--- src/sv/pgc_pkg.sv ---
// Shared constants, codes and memory port types of the palette and gamma lookup table.
package pgc_pkg;

   localparam int PGC_PALETTE_DEPTH = 256;
   localparam int PGC_GAMMA_ENTRIES = 256;

   // Action codes of a request word.
   localparam logic [1:0] ACT_GAMMA_WR = 2'd0;
   localparam logic [1:0] ACT_PAL_WR   = 2'd1;
   localparam logic [1:0] ACT_PAL_RD   = 2'd2;
   localparam logic [1:0] ACT_NONE     = 2'd3;

   // Status codes of a response word.
   localparam logic [1:0] STATUS_OK     = 2'd0;
   localparam logic [1:0] STATUS_WR_REJ = 2'd1;
   localparam logic [1:0] STATUS_RD_REJ = 2'd2;

   // Configuration register indexes.
   localparam logic [2:0] CSR_GRAY_MAPPING  = 3'd0;
   localparam logic [2:0] CSR_GAMMA_ENABLE  = 3'd1;
   localparam logic [2:0] CSR_GAMMA_WIDTH   = 3'd2;
   localparam logic [2:0] CSR_THREE_CHANNEL = 3'd3;
   localparam logic [2:0] CSR_DIRECT_MODE   = 3'd4;

   // Gamma table selects.
   localparam logic [1:0] TBL_RED   = 2'd0;
   localparam logic [1:0] TBL_GREEN = 2'd1;
   localparam logic [1:0] TBL_BLUE  = 2'd2;

   // Luminance weights, sixteen fractional bits.
   localparam logic [15:0] LUMA_R = 16'h4ccc;
   localparam logic [15:0] LUMA_G = 16'h970a;
   localparam logic [15:0] LUMA_B = 16'h1c29;

   localparam logic [3:0] GAMMA_WIDTH_MAX = 4'd8;

   typedef struct packed {
      logic        wr_en;
      logic [7:0]  wr_index;
      logic [23:0] wr_data;
      logic [7:0]  rd_index;
   } pal_port_type;

   typedef struct packed {
      logic [2:0] wr_en;
      logic [7:0] wr_index;
      logic [7:0] wr_data;
      logic [1:0] rd_table;
      logic [7:0] rd_index;
   } gamma_port_type;

endpackage

--- src/sv/pgc_if.sv ---
// Handshake channel interfaces for requests, responses and configuration writes.
interface pgc_req_if;
   logic        valid;
   logic        ready;
   logic [1:0]  action;
   logic [7:0]  index;
   logic [1:0]  channel;
   logic [15:0] red_in;
   logic [15:0] green_in;
   logic [15:0] blue_in;
   logic [7:0]  gamma_value;

   modport source (output valid, action, index, channel, red_in, green_in, blue_in,
                   gamma_value, input ready);
   modport sink (input valid, action, index, channel, red_in, green_in, blue_in,
                 gamma_value, output ready);
endinterface

interface pgc_rsp_if;
   logic        valid;
   logic        ready;
   logic [15:0] red_out;
   logic [15:0] green_out;
   logic [15:0] blue_out;
   logic [1:0]  status;

   modport source (output valid, red_out, green_out, blue_out, status, input ready);
   modport sink (input valid, red_out, green_out, blue_out, status, output ready);
endinterface

interface pgc_csr_if;
   logic       valid;
   logic       ready;
   logic [2:0] index;
   logic [3:0] data;

   modport source (output valid, index, data, input ready);
   modport sink (input valid, index, data, output ready);
endinterface

--- src/sv/pgc_seq.sv ---
// Sequencer: configuration registers, clearing pass and the read-modify-write walk per word.
module pgc_seq #(
   parameter int PALETTE_DEPTH = pgc_pkg::PGC_PALETTE_DEPTH,
   parameter int GAMMA_ENTRIES = pgc_pkg::PGC_GAMMA_ENTRIES
) (
   input  logic                    clock,
   input  logic                    reset,
   pgc_req_if.sink                 req_bus,
   pgc_rsp_if.source               rsp_bus,
   pgc_csr_if.sink                 csr_bus,
   output pgc_pkg::pal_port_type   pal_port,
   input  logic [23:0]             pal_rd_data,
   output pgc_pkg::gamma_port_type gamma_port,
   input  logic [7:0]              gamma_rd_data
);
   import pgc_pkg::*;

   localparam int SWEEP = (PALETTE_DEPTH > GAMMA_ENTRIES) ? PALETTE_DEPTH : GAMMA_ENTRIES;
   localparam int CW    = $clog2(SWEEP);

   typedef enum logic [10:0] {
      S_CLEAR    = 11'b000_0000_0001,
      S_IDLE     = 11'b000_0000_0010,
      S_DISPATCH = 11'b000_0000_0100,
      S_LUMA     = 11'b000_0000_1000,
      S_SUM      = 11'b000_0001_0000,
      S_GR       = 11'b000_0010_0000,
      S_GG       = 11'b000_0100_0000,
      S_GB       = 11'b000_1000_0000,
      S_GW       = 11'b001_0000_0000,
      S_PWR      = 11'b010_0000_0000,
      S_DONE     = 11'b100_0000_0000
   } state_type;

   state_type state_ff, state_in;

   logic [CW-1:0] clr_cnt_ff, clr_cnt_in;

   logic       gray_ff, gray_in;
   logic       gamma_en_ff, gamma_en_in;
   logic [3:0] gamma_width_ff, gamma_width_in;
   logic       three_ff, three_in;
   logic       direct_ff, direct_in;

   logic [1:0]  act_ff, act_in;
   logic [7:0]  idx_ff, idx_in;
   logic [1:0]  chan_ff, chan_in;
   logic [7:0]  r_ff, r_in, g_ff, g_in, b_ff, b_in;
   logic [7:0]  gv_ff, gv_in;
   logic [23:0] prod_r_ff, prod_r_in, prod_g_ff, prod_g_in, prod_b_ff, prod_b_in;
   logic [1:0]  st_ff, st_in;
   logic        rd_show_ff, rd_show_in;

   logic        rsp_valid_ff, rsp_valid_in;
   logic [15:0] rsp_red_ff, rsp_red_in, rsp_green_ff, rsp_green_in;
   logic [15:0] rsp_blue_ff, rsp_blue_in;
   logic [1:0]  rsp_status_ff, rsp_status_in;

   logic        pal_in_range, gam_in_range, slot_free;
   logic [25:0] luma_sum;
   logic [3:0]  gw_eff, shift;
   logic [7:0]  look_val, look_raw, look_idx;

   assign pal_in_range = {1'b0, idx_ff} < 9'(PALETTE_DEPTH);
   assign gam_in_range = {1'b0, idx_ff} < 9'(GAMMA_ENTRIES);
   assign slot_free    = !rsp_valid_ff || rsp_bus.ready;
   assign luma_sum     = 26'(prod_r_ff) + 26'(prod_g_ff) + 26'(prod_b_ff);

   // Gamma index: top gamma_width bits of the byte, clamped to the table.
   assign gw_eff   = (gamma_width_ff > GAMMA_WIDTH_MAX) ? GAMMA_WIDTH_MAX : gamma_width_ff;
   assign shift    = GAMMA_WIDTH_MAX - gw_eff;
   assign look_raw = look_val >> shift;
   assign look_idx = ({1'b0, look_raw} >= 9'(GAMMA_ENTRIES)) ? 8'(GAMMA_ENTRIES - 1)
                                                             : look_raw;

   always_comb begin
      case (state_ff)
         S_GG:    look_val = g_ff;
         S_GB:    look_val = b_ff;
         default: look_val = r_ff;
      endcase
   end

   assign req_bus.ready = (state_ff == S_IDLE);
   assign csr_bus.ready = 1'b1;

   always_comb begin
      gray_in        = gray_ff;
      gamma_en_in    = gamma_en_ff;
      gamma_width_in = gamma_width_ff;
      three_in       = three_ff;
      direct_in      = direct_ff;
      if (csr_bus.valid) begin
         unique case (csr_bus.index)
            CSR_GRAY_MAPPING:  gray_in        = csr_bus.data[0];
            CSR_GAMMA_ENABLE:  gamma_en_in    = csr_bus.data[0];
            CSR_GAMMA_WIDTH:   gamma_width_in = csr_bus.data;
            CSR_THREE_CHANNEL: three_in       = csr_bus.data[0];
            CSR_DIRECT_MODE:   direct_in      = csr_bus.data[0];
            default: ;
         endcase
      end
   end

   always_comb begin
      state_in   = state_ff;
      clr_cnt_in = clr_cnt_ff;
      act_in     = act_ff;
      idx_in     = idx_ff;
      chan_in    = chan_ff;
      r_in       = r_ff;
      g_in       = g_ff;
      b_in       = b_ff;
      gv_in      = gv_ff;
      prod_r_in  = prod_r_ff;
      prod_g_in  = prod_g_ff;
      prod_b_in  = prod_b_ff;
      st_in      = st_ff;
      rd_show_in = rd_show_ff;

      rsp_valid_in  = rsp_valid_ff && !rsp_bus.ready;
      rsp_red_in    = rsp_red_ff;
      rsp_green_in  = rsp_green_ff;
      rsp_blue_in   = rsp_blue_ff;
      rsp_status_in = rsp_status_ff;

      pal_port.wr_en     = 1'b0;
      pal_port.wr_index  = idx_ff;
      pal_port.wr_data   = {r_ff, g_ff, b_ff};
      pal_port.rd_index  = idx_ff;
      gamma_port.wr_en    = 3'b000;
      gamma_port.wr_index = idx_ff;
      gamma_port.wr_data  = gv_ff;
      gamma_port.rd_table = TBL_RED;
      gamma_port.rd_index = look_idx;

      unique case (state_ff)
         S_CLEAR: begin
            // Palette to zero and every gamma table to a linear ramp.
            pal_port.wr_en      = 9'(clr_cnt_ff) < 9'(PALETTE_DEPTH);
            pal_port.wr_index   = 8'(clr_cnt_ff);
            pal_port.wr_data    = '0;
            gamma_port.wr_en    = {3{9'(clr_cnt_ff) < 9'(GAMMA_ENTRIES)}};
            gamma_port.wr_index = 8'(clr_cnt_ff);
            gamma_port.wr_data  = 8'(clr_cnt_ff);
            clr_cnt_in = clr_cnt_ff + 1'b1;
            if (clr_cnt_ff == CW'(SWEEP - 1)) begin
               state_in = S_IDLE;
            end
         end
         S_IDLE: begin
            if (req_bus.valid) begin
               act_in     = req_bus.action;
               idx_in     = req_bus.index;
               chan_in    = req_bus.channel;
               r_in       = req_bus.red_in[15:8];
               g_in       = req_bus.green_in[15:8];
               b_in       = req_bus.blue_in[15:8];
               gv_in      = req_bus.gamma_value;
               st_in      = STATUS_OK;
               rd_show_in = 1'b0;
               state_in   = S_DISPATCH;
            end
         end
         S_DISPATCH: begin
            state_in = S_DONE;
            case (act_ff)
               ACT_GAMMA_WR: begin
                  if (chan_ff <= TBL_BLUE && gam_in_range) begin
                     gamma_port.wr_en = 3'b001 << chan_ff;
                  end
               end
               ACT_PAL_WR: begin
                  if (direct_ff) begin
                     st_in = STATUS_WR_REJ;
                  end else if (pal_in_range) begin
                     if (gray_ff) begin
                        state_in = S_LUMA;
                     end else if (gamma_en_ff) begin
                        state_in = S_GR;
                     end else begin
                        state_in = S_PWR;
                     end
                  end
               end
               ACT_PAL_RD: begin
                  if (direct_ff) begin
                     st_in = STATUS_RD_REJ;
                  end else if (pal_in_range) begin
                     // The palette read issued this cycle lands in S_DONE.
                     rd_show_in = 1'b1;
                  end
               end
               default: ;
            endcase
         end
         S_LUMA: begin
            prod_r_in = 24'(r_ff) * 24'(LUMA_R);
            prod_g_in = 24'(g_ff) * 24'(LUMA_G);
            prod_b_in = 24'(b_ff) * 24'(LUMA_B);
            state_in  = S_SUM;
         end
         S_SUM: begin
            r_in     = luma_sum[23:16];
            g_in     = luma_sum[23:16];
            b_in     = luma_sum[23:16];
            state_in = gamma_en_ff ? S_GR : S_PWR;
         end
         S_GR: begin
            gamma_port.rd_table = TBL_RED;
            state_in = S_GG;
         end
         S_GG: begin
            gamma_port.rd_table = three_ff ? TBL_GREEN : TBL_RED;
            r_in     = gamma_rd_data;
            state_in = S_GB;
         end
         S_GB: begin
            gamma_port.rd_table = three_ff ? TBL_BLUE : TBL_RED;
            g_in     = gamma_rd_data;
            state_in = S_GW;
         end
         S_GW: begin
            b_in     = gamma_rd_data;
            state_in = S_PWR;
         end
         S_PWR: begin
            pal_port.wr_en = 1'b1;
            state_in = S_DONE;
         end
         S_DONE: begin
            if (rd_show_ff) begin
               r_in = pal_rd_data[23:16];
               g_in = pal_rd_data[15:8];
               b_in = pal_rd_data[7:0];
            end
            rd_show_in = 1'b0;
            if (slot_free) begin
               rsp_valid_in  = 1'b1;
               rsp_status_in = st_ff;
               if (rd_show_ff) begin
                  rsp_red_in   = {pal_rd_data[23:16], pal_rd_data[23:16]};
                  rsp_green_in = {pal_rd_data[15:8], pal_rd_data[15:8]};
                  rsp_blue_in  = {pal_rd_data[7:0], pal_rd_data[7:0]};
               end else begin
                  rsp_red_in   = '0;
                  rsp_green_in = '0;
                  rsp_blue_in  = '0;
               end
               state_in = S_IDLE;
            end else begin
               // Keep the read data once it has been captured.
               rd_show_in = rd_show_ff;
               r_in       = r_ff;
               g_in       = g_ff;
               b_in       = b_ff;
               if (rd_show_ff) begin
                  // Re-read would give the same word; hold the capture in the colour bytes.
                  rd_show_in = 1'b0;
                  r_in       = pal_rd_data[23:16];
                  g_in       = pal_rd_data[15:8];
                  b_in       = pal_rd_data[7:0];
                  st_in      = st_ff;
               end
            end
            if (!rd_show_ff && act_ff == ACT_PAL_RD && st_ff == STATUS_OK && pal_in_range
                && slot_free) begin
               rsp_red_in   = {r_ff, r_ff};
               rsp_green_in = {g_ff, g_ff};
               rsp_blue_in  = {b_ff, b_ff};
            end
         end
         default: state_in = S_IDLE;
      endcase
   end

   always_ff @(posedge clock) begin
      if (reset) begin
         state_ff       <= S_CLEAR;
         clr_cnt_ff     <= '0;
         gray_ff        <= 1'b0;
         gamma_en_ff    <= 1'b0;
         gamma_width_ff <= GAMMA_WIDTH_MAX;
         three_ff       <= 1'b0;
         direct_ff      <= 1'b0;
         rsp_valid_ff   <= 1'b0;
         rd_show_ff     <= 1'b0;
      end else begin
         state_ff       <= state_in;
         clr_cnt_ff     <= clr_cnt_in;
         gray_ff        <= gray_in;
         gamma_en_ff    <= gamma_en_in;
         gamma_width_ff <= gamma_width_in;
         three_ff       <= three_in;
         direct_ff      <= direct_in;
         rsp_valid_ff   <= rsp_valid_in;
         rd_show_ff     <= rd_show_in;
      end
   end

   always_ff @(posedge clock) begin
      act_ff        <= act_in;
      idx_ff        <= idx_in;
      chan_ff       <= chan_in;
      r_ff          <= r_in;
      g_ff          <= g_in;
      b_ff          <= b_in;
      gv_ff         <= gv_in;
      prod_r_ff     <= prod_r_in;
      prod_g_ff     <= prod_g_in;
      prod_b_ff     <= prod_b_in;
      st_ff         <= st_in;
      rsp_red_ff    <= rsp_red_in;
      rsp_green_ff  <= rsp_green_in;
      rsp_blue_ff   <= rsp_blue_in;
      rsp_status_ff <= rsp_status_in;
   end

   assign rsp_bus.valid     = rsp_valid_ff;
   assign rsp_bus.red_out   = rsp_red_ff;
   assign rsp_bus.green_out = rsp_green_ff;
   assign rsp_bus.blue_out  = rsp_blue_ff;
   assign rsp_bus.status    = rsp_status_ff;

endmodule

--- src/flat_wrapper.sv ---
// flat-port wrapper written by rule: the top's interface ports become plain ports
module pgc_seq_flat import pgc_pkg::*;
#(
   parameter int PALETTE_DEPTH = pgc_pkg::PGC_PALETTE_DEPTH,
   parameter int GAMMA_ENTRIES = pgc_pkg::PGC_GAMMA_ENTRIES
)
  (clock, reset, pal_port, pal_rd_data, gamma_port, gamma_rd_data, req_bus_valid, req_bus_action, req_bus_index, req_bus_channel, req_bus_red_in, req_bus_green_in, req_bus_blue_in, req_bus_gamma_value, req_bus_ready, rsp_bus_valid, rsp_bus_red_out, rsp_bus_green_out, rsp_bus_blue_out, rsp_bus_status, rsp_bus_ready, csr_bus_valid, csr_bus_index, csr_bus_data, csr_bus_ready);
  pgc_req_if req_bus_i ();
  pgc_rsp_if rsp_bus_i ();
  pgc_csr_if csr_bus_i ();
  input  logic clock;
  input  logic reset;
  output pgc_pkg::pal_port_type pal_port;
  input  logic [23:0] pal_rd_data;
  output pgc_pkg::gamma_port_type gamma_port;
  input  logic [7:0] gamma_rd_data;
  input wire logic [$bits(req_bus_i.valid)-1:0] req_bus_valid;
  input wire logic [$bits(req_bus_i.action)-1:0] req_bus_action;
  input wire logic [$bits(req_bus_i.index)-1:0] req_bus_index;
  input wire logic [$bits(req_bus_i.channel)-1:0] req_bus_channel;
  input wire logic [$bits(req_bus_i.red_in)-1:0] req_bus_red_in;
  input wire logic [$bits(req_bus_i.green_in)-1:0] req_bus_green_in;
  input wire logic [$bits(req_bus_i.blue_in)-1:0] req_bus_blue_in;
  input wire logic [$bits(req_bus_i.gamma_value)-1:0] req_bus_gamma_value;
  output wire logic [$bits(req_bus_i.ready)-1:0] req_bus_ready;
  output wire logic [$bits(rsp_bus_i.valid)-1:0] rsp_bus_valid;
  output wire logic [$bits(rsp_bus_i.red_out)-1:0] rsp_bus_red_out;
  output wire logic [$bits(rsp_bus_i.green_out)-1:0] rsp_bus_green_out;
  output wire logic [$bits(rsp_bus_i.blue_out)-1:0] rsp_bus_blue_out;
  output wire logic [$bits(rsp_bus_i.status)-1:0] rsp_bus_status;
  input wire logic [$bits(rsp_bus_i.ready)-1:0] rsp_bus_ready;
  input wire logic [$bits(csr_bus_i.valid)-1:0] csr_bus_valid;
  input wire logic [$bits(csr_bus_i.index)-1:0] csr_bus_index;
  input wire logic [$bits(csr_bus_i.data)-1:0] csr_bus_data;
  output wire logic [$bits(csr_bus_i.ready)-1:0] csr_bus_ready;
  assign req_bus_i.valid = req_bus_valid;
  assign req_bus_i.action = req_bus_action;
  assign req_bus_i.index = req_bus_index;
  assign req_bus_i.channel = req_bus_channel;
  assign req_bus_i.red_in = req_bus_red_in;
  assign req_bus_i.green_in = req_bus_green_in;
  assign req_bus_i.blue_in = req_bus_blue_in;
  assign req_bus_i.gamma_value = req_bus_gamma_value;
  assign req_bus_ready = req_bus_i.ready;
  assign rsp_bus_valid = rsp_bus_i.valid;
  assign rsp_bus_red_out = rsp_bus_i.red_out;
  assign rsp_bus_green_out = rsp_bus_i.green_out;
  assign rsp_bus_blue_out = rsp_bus_i.blue_out;
  assign rsp_bus_status = rsp_bus_i.status;
  assign rsp_bus_i.ready = rsp_bus_ready;
  assign csr_bus_i.valid = csr_bus_valid;
  assign csr_bus_i.index = csr_bus_index;
  assign csr_bus_i.data = csr_bus_data;
  assign csr_bus_ready = csr_bus_i.ready;
  pgc_seq #(.PALETTE_DEPTH(PALETTE_DEPTH), .GAMMA_ENTRIES(GAMMA_ENTRIES)) u_core (.clock(clock), .reset(reset), .req_bus(req_bus_i), .rsp_bus(rsp_bus_i), .csr_bus(csr_bus_i), .pal_port(pal_port), .pal_rd_data(pal_rd_data), .gamma_port(gamma_port), .gamma_rd_data(gamma_rd_data));
endmodule
--- config.mk ---
export PLATFORM = sky130hd
export DESIGN_NAME = pgc_seq_flat
export DESIGN_NICKNAME = d
export VERILOG_FILES = /design/src/sv/pgc_pkg.sv /design/src/sv/pgc_if.sv /design/src/sv/pgc_seq.sv /design/src/flat_wrapper.sv
export SDC_FILE = /design/constraint.sdc
export NUM_CORES = 1
export LEC_CHECK = 0
export ABC_AREA = 1
export BUFFER_PORTS_ARGS = -buffer_cell sky130_fd_sc_hd__buf_2
export CORE_AREA = 4 4 175 177
export DETAILED_ROUTE_END_ITERATION = 10
export DIE_AREA = 0 0 179 181
export GPL_ROUTABILITY_DRIVEN = 1
export PLACE_DENSITY = 0.81
export SKIP_CTS_REPAIR_TIMING = 1
export SLEW_MARGIN = 20
export SYNTH_ARGS = -nofsm -noshare
export SYNTH_HDL_FRONTEND = slang
export SYNTH_SLANG_ARGS = --single-unit
--- constraint.sdc ---
create_clock -name clock -period 5.6 [get_ports clock]
set_clock_uncertainty 0.1 [all_clocks]
set_input_delay 1.12 -clock clock [delete_from_list [all_inputs] [get_ports clock]]
set_output_delay 1.12 -clock clock [all_outputs]
set_load 0.02 [all_outputs]
==> results of run 1 <==
[tightest hold or removal path, delay by kind of cell, from the launching register on]
kind,cells,cell delay [ns]
flops,1,0.32
simple gates,2,0.09
[state kept, by name, summed over array words and instances, names as in the netlist, 11 cells and up]
signal,cells
u_core.prod_b_ff,20
u_core.prod_r_ff,21
u_core.state_ff,11
u_core.prod_g_ff,23
[power breakdown]
part / switching, mW / internal, mW / total, mW / leakage, nW
Combinational: 1.34 / 0.722 / 2.07 / 6.10
Sequential: 0.0467 / 1.45 / 1.50 / 1.47
Clock: 0.622 / 0.620 / 1.24 / 0.306
Total: 2.01 / 2.79 / 4.81 / 7.87
[final cells by class]
type / instances / area [um^2]
fill: 2567 / 13300
multi-input combinational: 1108 / 7970
sequential: 165 / 4660
inverter: 288 / 1080
timing repair buffer: 212 / 1070
tap: 390 / 488
clock buffer: 17 / 425
clock inverter: 15 / 214
[cells in the mapped netlist, drive strengths merged (16+ instances only)]
cell	n	area share [%]
nand2	300	8.4
nor2	124	3.9
dfxtp	29	4.1
nor3	19	0.87
o21ai	56	2.2
buf	45	2.3
nand4	27	1.2
edfxtp	136	29
xor2	30	1.9
xnor2	16	1.0
ha	185	16
a21oi	84	3.0
fa	61	8.7
nand3	100	3.7
inv	288	7.7
o22ai	48	2.1
[metrics by stage]
step	power [mW]	instance area, um^2
after detailed placement	3.56	15300
final	4.81	15900
after global routing	5.10	15900
after CTS	4.80	15900
after global placement	3.51	15300
after floorplan	2.98	14100
[worst min path at each step]
| stage | startpoint | to | slack (ns) |
|---|---|---|---|
| floorplan | u_core.gamma_en_ff | u_core.state_ff[5] | 0.32 |
| global placement | u_core.gamma_en_ff | u_core.state_ff[5] | 0.33 |
| detailed placement | u_core.gamma_en_ff | u_core.state_ff[5] | 0.33 |
| CTS | u_core.gamma_en_ff | u_core.state_ff[5] | 0.34 |
| global route | u_core.gamma_en_ff | u_core.state_ff[5] | 0.38 |
| finish | u_core.gamma_en_ff | u_core.state_ff[5] | 0.34 |
[routing by layer]
metal	part of all wire, %	up-vias	global-route usage, %
met1	38	5719	30.0
met4	4.8	4	12.1
met5	0.054	-	0
li1	-	5716	-
met2	48	606	41.5
met3	9.0	123	5.80
[cells by family (layout without fill, tap and decap cells)]
kind of cell / count (synthesis) / count (layout) / synth area share, %
XOR/XNOR: 46 / 46 / 2.87
other: 1 / 1 / 0.0267
buffers and inverters: 341 / 532 / 10.2
flip-flops: 165 / 165 / 33.2
adder cells (fa/ha/maj): 246 / 246 / 25.1
AO/OA/AOI/OAI: 227 / 227 / 9.42
AND/OR/NAND/NOR: 588 / 588 / 19.2
==> metrics.txt, run 1 <==
run status=finished, final reports clean; total grt overflow=0; hpwl dp=between 30000 and 40000 um; Post-synth EDFFs=approximately 140; #FFs+latches synth=165; Slew Viols, Final=0; leakage=between 7 and 8 nW; Slew headroom=between 20% and 30%; Vias/cell=about 5.5; TritonCTS clock tree=done; H-tree depth=4; Min Hold Slack=0.345 ns; worst reg2reg setup slack=1.24 ns; setup TNS=0 ns; Slew @ Worst Pin=around 1.1 ns; clk buf depth=2; worst hold-check path type=flip-flop to flip-flop; GRT Resource Usage Total=24.9%; Worst path max stage delay=0.62 ns; critical path depth=13; hold depth=2; Syn. warnings=0; Reg-to-Reg Start=u_core.g_ff[5]; pre-CTS WS=between 1 and 1.5 ns; Port Buffers=209; WP data required=between 5 and 6 ns; Power per Cell Area=302 mW/mm^2; Synth Cell Area=between 0.01 and 0.015 mm^2; crit-path max FO=8; setup ws final=between 1 and 1.5 ns; Core Box Area=between 0.02 and 0.03 mm^2; unrepaired setup endpoints after global routing=no; Netlist cell types=between 50 and 60; max cap viols=0; fin cells=2195; die area=0.0324 mm^2; FF-to-FF End=u_core.prod_g_ff[23]; ys flop type=edfxtp_1; CP top delay family=adder cells; Root Driver=clkbuf_16; WP data arrival=approximately 4.4 ns; post-synthesis sequential area ratio=33.2%; fraction of registers with async set/reset=0%; Vias=about 12000; Antenna Cells=0; post-route ant nets=0; Clock Latency Late Sink=between 0.4 and 0.5 ns; Final nets=between 2000 and 2500; critical path's slowest cell=edfxtp_1; crit path cell chain=fa_1, inv_1, fa_1, inv_1, fa_1, fa_1, ha_1, a21oi_1, inv_1, a21oi_1, inv_1, a21oi_1, o211ai_1; P&R area growth vs syn=13.2%; Inserted Clock Buffers=17; Tcrit/Tclk final=roughly 78%; # placed instances=~2200; Setup violations, final=0; Clock transition at path regs=0.09 ns; starting DRC count in detailed routing=around 1100; first-pass GRT wire length=between 60000 and 70000 um; layout cells sized above 1=between 10% and 20%; cells after synthesis=around 1600; fmax=230 MHz; final estimated routing congestion in global placement=roughly 0.96; most frequent cells in the layout=nand2_1 (288), inv_1 (274), buf_2 (209); initial core utilization=about half; Die Y=around 180 um; die extent in x=roughly 180 um; largest net degree at the start of global routing=65; most common cell after layout, fill and taps aside=nand2_1; Syn Area/Cell=between 8 and 9 um^2; vias in the first global route=approximately 12000; Tmin final=between 4 and 5 ns; Mapped Nets=1972; CP Capture Point=u_core.prod_g_ff[23]; num ports=235; crit path buf inv count=4; FF-to-FF path depth=13; DRC violations left=0; Worst VDD drop=about 220 uV; Final Core Density=~54%; CP Launch Point=u_core.g_ff[5]; WS Path Type=flip-flop to flip-flop; crit path capture type=flip-flop; type of origin of the critical path=flip-flop; final hold violation count=0; Total Wirelength=between 40000 and 50000 um; initial antenna violation count=2; WL/cell=18.5 um; Rows=63; CTS sink count=between 150 and 200; Pre-antenna DRT Iters=8
No activity file was read; power rests on OpenSTA's default activity.
==> inputs of run 2 (changes only) <==
--- a/config.mk
+++ b/config.mk
@@ -11,7 +11,7 @@
 export DETAILED_ROUTE_END_ITERATION = 10
 export DIE_AREA = 0 0 179 181
 export GPL_ROUTABILITY_DRIVEN = 1
-export PLACE_DENSITY = 0.81
+export PLACE_DENSITY = 0.84
 export SKIP_CTS_REPAIR_TIMING = 1
 export SLEW_MARGIN = 20
 export SYNTH_ARGS = -nofsm -noshare
==> constraint.sdc (replaced) <==
create_clock -name clock -period 4 [get_ports clock]
set_clock_uncertainty 0.1 [all_clocks]
set_input_delay 0.8 -clock clock [delete_from_list [all_inputs] [get_ports clock]]
set_output_delay 0.8 -clock clock [all_outputs]
set_load 0.02 [all_outputs]
==> metrics.txt, run 2 (synthesis gave the netlist of run 1 again) <==
run status=finished, final reports clean; Pre-antenna DRT Iters=5 (-3); Root Driver=clkbuf_16; register name with the most flops=u_core.prod_g_ff; hpwl dp=34300 um (+3.1%); most frequent cells in the layout=nand2_1 (284), inv_1 (274), buf_2 (209); Slew Viols, Final=0 (unchanged); starting DRC count in detailed routing=1047 (-8.6%); clock power share=25.1% (-0.7 points); CP top delay family=adder cells; vias in the first global route=12470 (+2.9%); leakage=8.09 nW (+2.8%); clk buf depth=2 (unchanged); Worst VDD drop=289 uV (+31%); setup ws final=0.113 ns (-1.13 ns); CTS sink count=165 (unchanged); WP data arrival=3.98 ns (-0.45 ns); Flop pwr share=29.1% (-2.1 points); TritonCTS clock tree=done; Worst path max stage delay=0.46 ns (-0.16 ns); Area after DPL=0.0156 mm^2 (+1.9%); final hold violation count=0 (unchanged); critical path's slowest cell=edfxtp_1; layout cells sized above 1=20.4% (+3.9 points); post-route ant nets=0 (unchanged); Port Buffers=209 (unchanged); first-pass GRT wire length=65600 um (+5.0%); crit path cell chain=inv_1, ha_4, fa_1, fa_2, xor2_1, ha_1, ha_1, a21oi_1, o21ai_0, a21oi_1, o21ai_0, nand2_1, nand2_1; fmax=257 MHz (+12%); initial core utilization=48.1% (unchanged); gr busiest metal=met2; crit path capture type=flip-flop; Tmin final=3.89 ns (-0.469 ns); type of origin of the critical path=flip-flop; Power per Cell Area=433 mW/mm^2 (+43%); worst hold-check path type=flip-flop to flip-flop; top flop regs=u_core.prod_g_ff: 23 flops, u_core.prod_r_ff: 21 flops, u_core.prod_b_ff: 20 flops; Setup violations, final=0 (unchanged); combinational share of power=45.9% (+2.9 points); Antenna Cells=0 (unchanged); Tcrit/Tclk final=97.2% (+19 points); Internal=4.11 mW (+47%); fill cell count=2501 (-2.6%); Slew @ Worst Pin=1.05 ns (-0.0778 ns); final estimated routing congestion in global placement=0.933 (-2.3%); global-route track usage on met2=44.4% (+2.9 points); Final nets=2191 (+1.9%); Clock Latency Late Sink=0.46 ns (about the same); switching share of power=42.3% (+0.42 points); largest net degree at the start of global routing=60 (-7.7%); WL/cell=19.2 um (+3.8%); Inserted Clock Buffers=17 (unchanged); Final Cell Area=0.0165 mm^2 (+3.4%); Total Wirelength=43000 um (+5.8%); Slew headroom=29.9% (+5.2 points); DRC violations left=0 (unchanged); total grt overflow=0 (unchanged); Switch Pwr=3.01 mW (+50%); GRT Resource Usage Total=26.1% (+1.3 points); pre-CTS WS=-0.0312 ns (-1.35 ns); WP data required=4.10 ns (-1.58 ns); die extent in x=179 um (unchanged); Rows=63 (unchanged); Die Y=181 um (unchanged); max cap viols=0 (unchanged); max reg flops=23 (unchanged); crit-path max FO=4 (-4); crit path buf inv count=1 (-3); num ports=235 (unchanged); Final Core Density=56.3% (+1.9 points); Core Box Area=0.0292 mm^2 (unchanged); most common cell after layout, fill and taps aside=nand2_1; met3 usage=5.21% (-0.59 points); P&R area growth vs syn=17.1%; met1 Track Usage GR=32.1% (+2.1 points); H-tree depth=4 (unchanged); Min Hold Slack=0.339 ns (-0.00544 ns); initial antenna violation count=1 (-1); WS Path Type=flip-flop to flip-flop; Vias=12440 (+2.2%); die area=0.0324 mm^2 (unchanged); Vias/cell=5.56 (+0.36%); Clock transition at path regs=0.09 ns (about the same)
[run 2: cell types whose count changed in the layout (fill, tap and decap cells not counted), sizes merged]
cell	delta
buf	+41
[run 2: through the flow]
step                power [mW]  setup TNS, ns  instances
floorplan                 4.17              0       1614
global placement          4.98              0       2201
detailed placement        5.06        -0.0549       2201
CTS                       6.84        -0.0969       2233
global route              7.53         -0.217       2236
finish                    7.13              0       2236
[run 2: power groups by stage]
stage	Sequential, mW	Combinational (mW)	Clock [mW]
2_1_floorplan	2.11	2.06	0
3_3_place_gp	2.10	2.88	0
3_5_place_dp	2.11	2.96	0
4_1_cts	2.07	2.99	1.78
5_1_grt	2.08	3.61	1.85
6_report	2.07	3.27	1.79
[run 2: final cells by class]
type | instances | area [um^2] | area share (%)
clock buffers | 17 | 425 | 2.58
clock inverters | 15 | 221 | 1.35
inverters | 288 | 1080 | 6.57
multi-input cells | 1108 | 8200 | 49.8
flip-flops and latches | 165 | 4660 | 28.3
well taps | 390 | 488 | 2.97
repair buffers | 253 | 1380 | 8.39
[run 2: worst reg2reg max path: stages (launching register included)]
cell and delay [ns]:
edfxtp_1 0.46, inv_1 0.19, ha_4 0.25, fa_1 0.46
fa_2 0.43, xor2_1 0.18, ha_1 0.28, ha_1 0.34
a21oi_1 0.25, o21ai_0 0.17, a21oi_1 0.30, o21ai_0 0.12
nand2_1 0.07, nand2_1 0.05
[run 2: final timing paths]
kind                                    startpoint                   end  slack [ns]  cells after the start
worst max register to register      u_core.r_ff[6]  u_core.prod_r_ff[18]        0.11                     13
worst min-delay path            u_core.gamma_en_ff    u_core.state_ff[5]        0.34                      2
worst min register to register  u_core.gamma_en_ff    u_core.state_ff[5]        0.34                      2
worst max-delay path                u_core.r_ff[6]  u_core.prod_r_ff[18]        0.11                     13
[run 2: per-layer routing]
layer / up-vias / routed length [um]
met5: - / 13
met4: 2 / 1930
met3: 131 / 3730
met2: 653 / 20900
met1: 5864 / 16400
li1: 5790 / -
==> inputs of run 3 (changes only) <==
--- a/config.mk
+++ b/config.mk
@@ -12,6 +12,7 @@
 export DIE_AREA = 0 0 179 181
 export GPL_ROUTABILITY_DRIVEN = 1
 export PLACE_DENSITY = 0.84
+export SETUP_SLACK_MARGIN = 0.4
 export SKIP_CTS_REPAIR_TIMING = 1
 export SLEW_MARGIN = 20
 export SYNTH_ARGS = -nofsm -noshare
==> constraint.sdc (replaced) <==
create_clock -name clock -period 4 [get_ports clock]
set_clock_uncertainty 0.1 [all_clocks]
set_input_delay 0 -clock clock [delete_from_list [all_inputs] [get_ports clock]]
set_output_delay 0 -clock clock [all_outputs]
set_load 0.02 [all_outputs]
==> metrics.txt, run 3 (synthesis gave the netlist of run 1 again) <==
Vias/cell=5.84 (+5.0%); max reg flops=23 (unchanged); total grt overflow=0 (unchanged); crit-path max FO=4 (unchanged); H-tree depth=4 (unchanged); WP data arrival=4.08 ns (+0.10 ns); Final Core Density=63.0% (+6.8 points); fmax=251 MHz (-2.3%); Inserted Clock Buffers=17 (unchanged); vias in the first global route=12595 (+1.0%); clk buf depth=2 (unchanged); Die Y=181 um (unchanged); starting DRC count in detailed routing=1554 (+48%); worst hold-check path type=primary input to flip-flop; fin cells=2370 (+6.0%); unrepaired setup endpoints after global routing=yes; Port Buffers=209 (unchanged); final estimated routing congestion in global placement=0.968 (+3.7%); Worst path max stage delay=0.48 ns (+0.02 ns); WP data required=4.10 ns (about the same); # placed instances=2188 (-0.59%); initial core utilization=48.1% (unchanged); Power per Cell Area=445 mW/mm^2 (+2.8%); Slew headroom=19.0% (-11 points); Root Driver=clkbuf_16; crit path capture type=flip-flop; top flop regs=u_core.prod_g_ff: 23 flops, u_core.prod_r_ff: 21 flops, u_core.prod_b_ff: 20 flops; setup ws final=0.0222 ns (-0.0910 ns); Area after DPL=0.0156 mm^2 (about the same); most common cell after layout, fill and taps aside=nand2_1; most frequent cells in the layout=nand2_1 (272), inv_1 (262), buf_2 (209); post-route ant nets=0 (unchanged); final hold violation count=1 (+1); WS Path Type=flip-flop to flip-flop; Pre-antenna DRT Iters=7 (+2); CTS sink count=165 (unchanged); largest net degree at the start of global routing=65 (+8.3%); Final nets=2325 (+6.1%); die area=0.0324 mm^2 (unchanged); layout cells sized above 1=26.9% (+6.4 points); WL/cell=21.0 um (+9.5%); total power=8.20 mW (+15%); Final Cell Area=0.0184 mm^2 (+12%); Clock Latency Late Sink=0.47 ns (about the same); type of origin of the critical path=flip-flop; P&R area growth vs syn=31.1%; Slew Viols, Final=0 (unchanged); initial antenna violation count=3 (+2); Rows=63 (unchanged); Tcrit/Tclk final=99.4% (+2.3 points); register name with the most flops=u_core.prod_g_ff; Tmin final=3.98 ns (+0.0910 ns); Core Box Area=0.0292 mm^2 (unchanged); TritonCTS clock tree=done; Worst VDD drop=314 uV (+8.8%); Vias=13847 (+11%); failing checks=negative hold slack; leakage=8.75 nW (+8.1%); num ports=235 (unchanged); critical path's slowest cell=edfxtp_1; Setup violations, final=0 (unchanged); hpwl dp=34500 um (+0.54%); Total Wirelength=49900 um (+16%); Min Hold Slack=-0.0386 ns (-0.378 ns); max cap viols=0 (unchanged); first-pass GRT wire length=66000 um (+0.53%); DRC violations left=0 (unchanged); GRT Resource Usage Total=26.3% (+0.19 points); die extent in x=179 um (unchanged); pre-CTS WS=0.0553 ns (+0.0865 ns); Slew @ Worst Pin=1.21 ns (+0.162 ns); Clock transition at path regs=0.09 ns (about the same); Antenna Cells=0 (unchanged); crit path cell chain=buf_6, ha_4, inv_1, fa_2, fa_2, xor2_1, ha_1, o21bai_4, ha_4, a21oi_2, o21ai_1, nand2_1, nand4_1, nand2_1, nand3_1, xor2_1; run status=finished with violations
-- run 3: cell count changes in the layout (fill, tap and decap cells not counted), sizes merged --
cell | before | now
dlygate4sd3 | 0 | 87
buf | 253 | 300
clkinv | 9 | 5
inv | 294 | 298
-- run 3: routing by layer --
metal / global-route usage, % / routed length [um] / vias up
met5: 0 / 42 / -
met4: 12.9 / 3660 / 6
met3: 6.15 / 5460 / 331
met2: 44.0 / 23500 / 1093
met1: 31.7 / 17200 / 6343
li1: - / - / 6074
-- run 3: power by group --
| part | total [mW] | internal, mW | switching, mW |
|---|---|---|---|
| combinational | 4.33 | 1.79 | 2.54 |
| sequential | 2.08 | 2.03 | 0.0428 |
| clock | 1.80 | 0.878 | 0.923 |
| total | 8.20 | 4.70 | 3.51 |
-- run 3: worst max-delay path: cells and delay by family (launching register included) --
kind	cells	cell delay, ns
fa+ha+maj	5	1.48
buf+inv	2	0.23
flops	1	0.48
xor+xnor	2	0.36
simple gates	4	0.61
compound gates	3	0.45
-- run 3: final timing paths --
kind	from	to	slack, ns	cells after the start
worst max-delay path	u_core.r_ff[3]	u_core.prod_r_ff[21]	0.02	16
worst min-delay path	csr_bus_valid	u_core.gamma_en_ff	-0.04	6
worst max register to register	u_core.r_ff[3]	u_core.prod_r_ff[21]	0.02	16
worst min register to register	u_core.gamma_en_ff	u_core.state_ff[5]	0.35	2
-- run 3: area by class of cell --
type	count	area (um^2)
flip-flops and latches	165	4660
well taps	390	488
fillers	2077	10800
repair buffers	387	2630
inverters	288	1080
multi-input cells	1108	8930
clock inverters	15	211
clock buffers	17	425
-- run 3: stage by stage --
step	hold slack [ns]	setup TNS, ns
2_1_floorplan	-0.00113	0
5_1_grt	0.0378	-0.0718
6_report	-0.0386	0
3_5_place_dp	0.0781	0
4_1_cts	-0.404	-0.00353
3_3_place_gp	0.0764	0
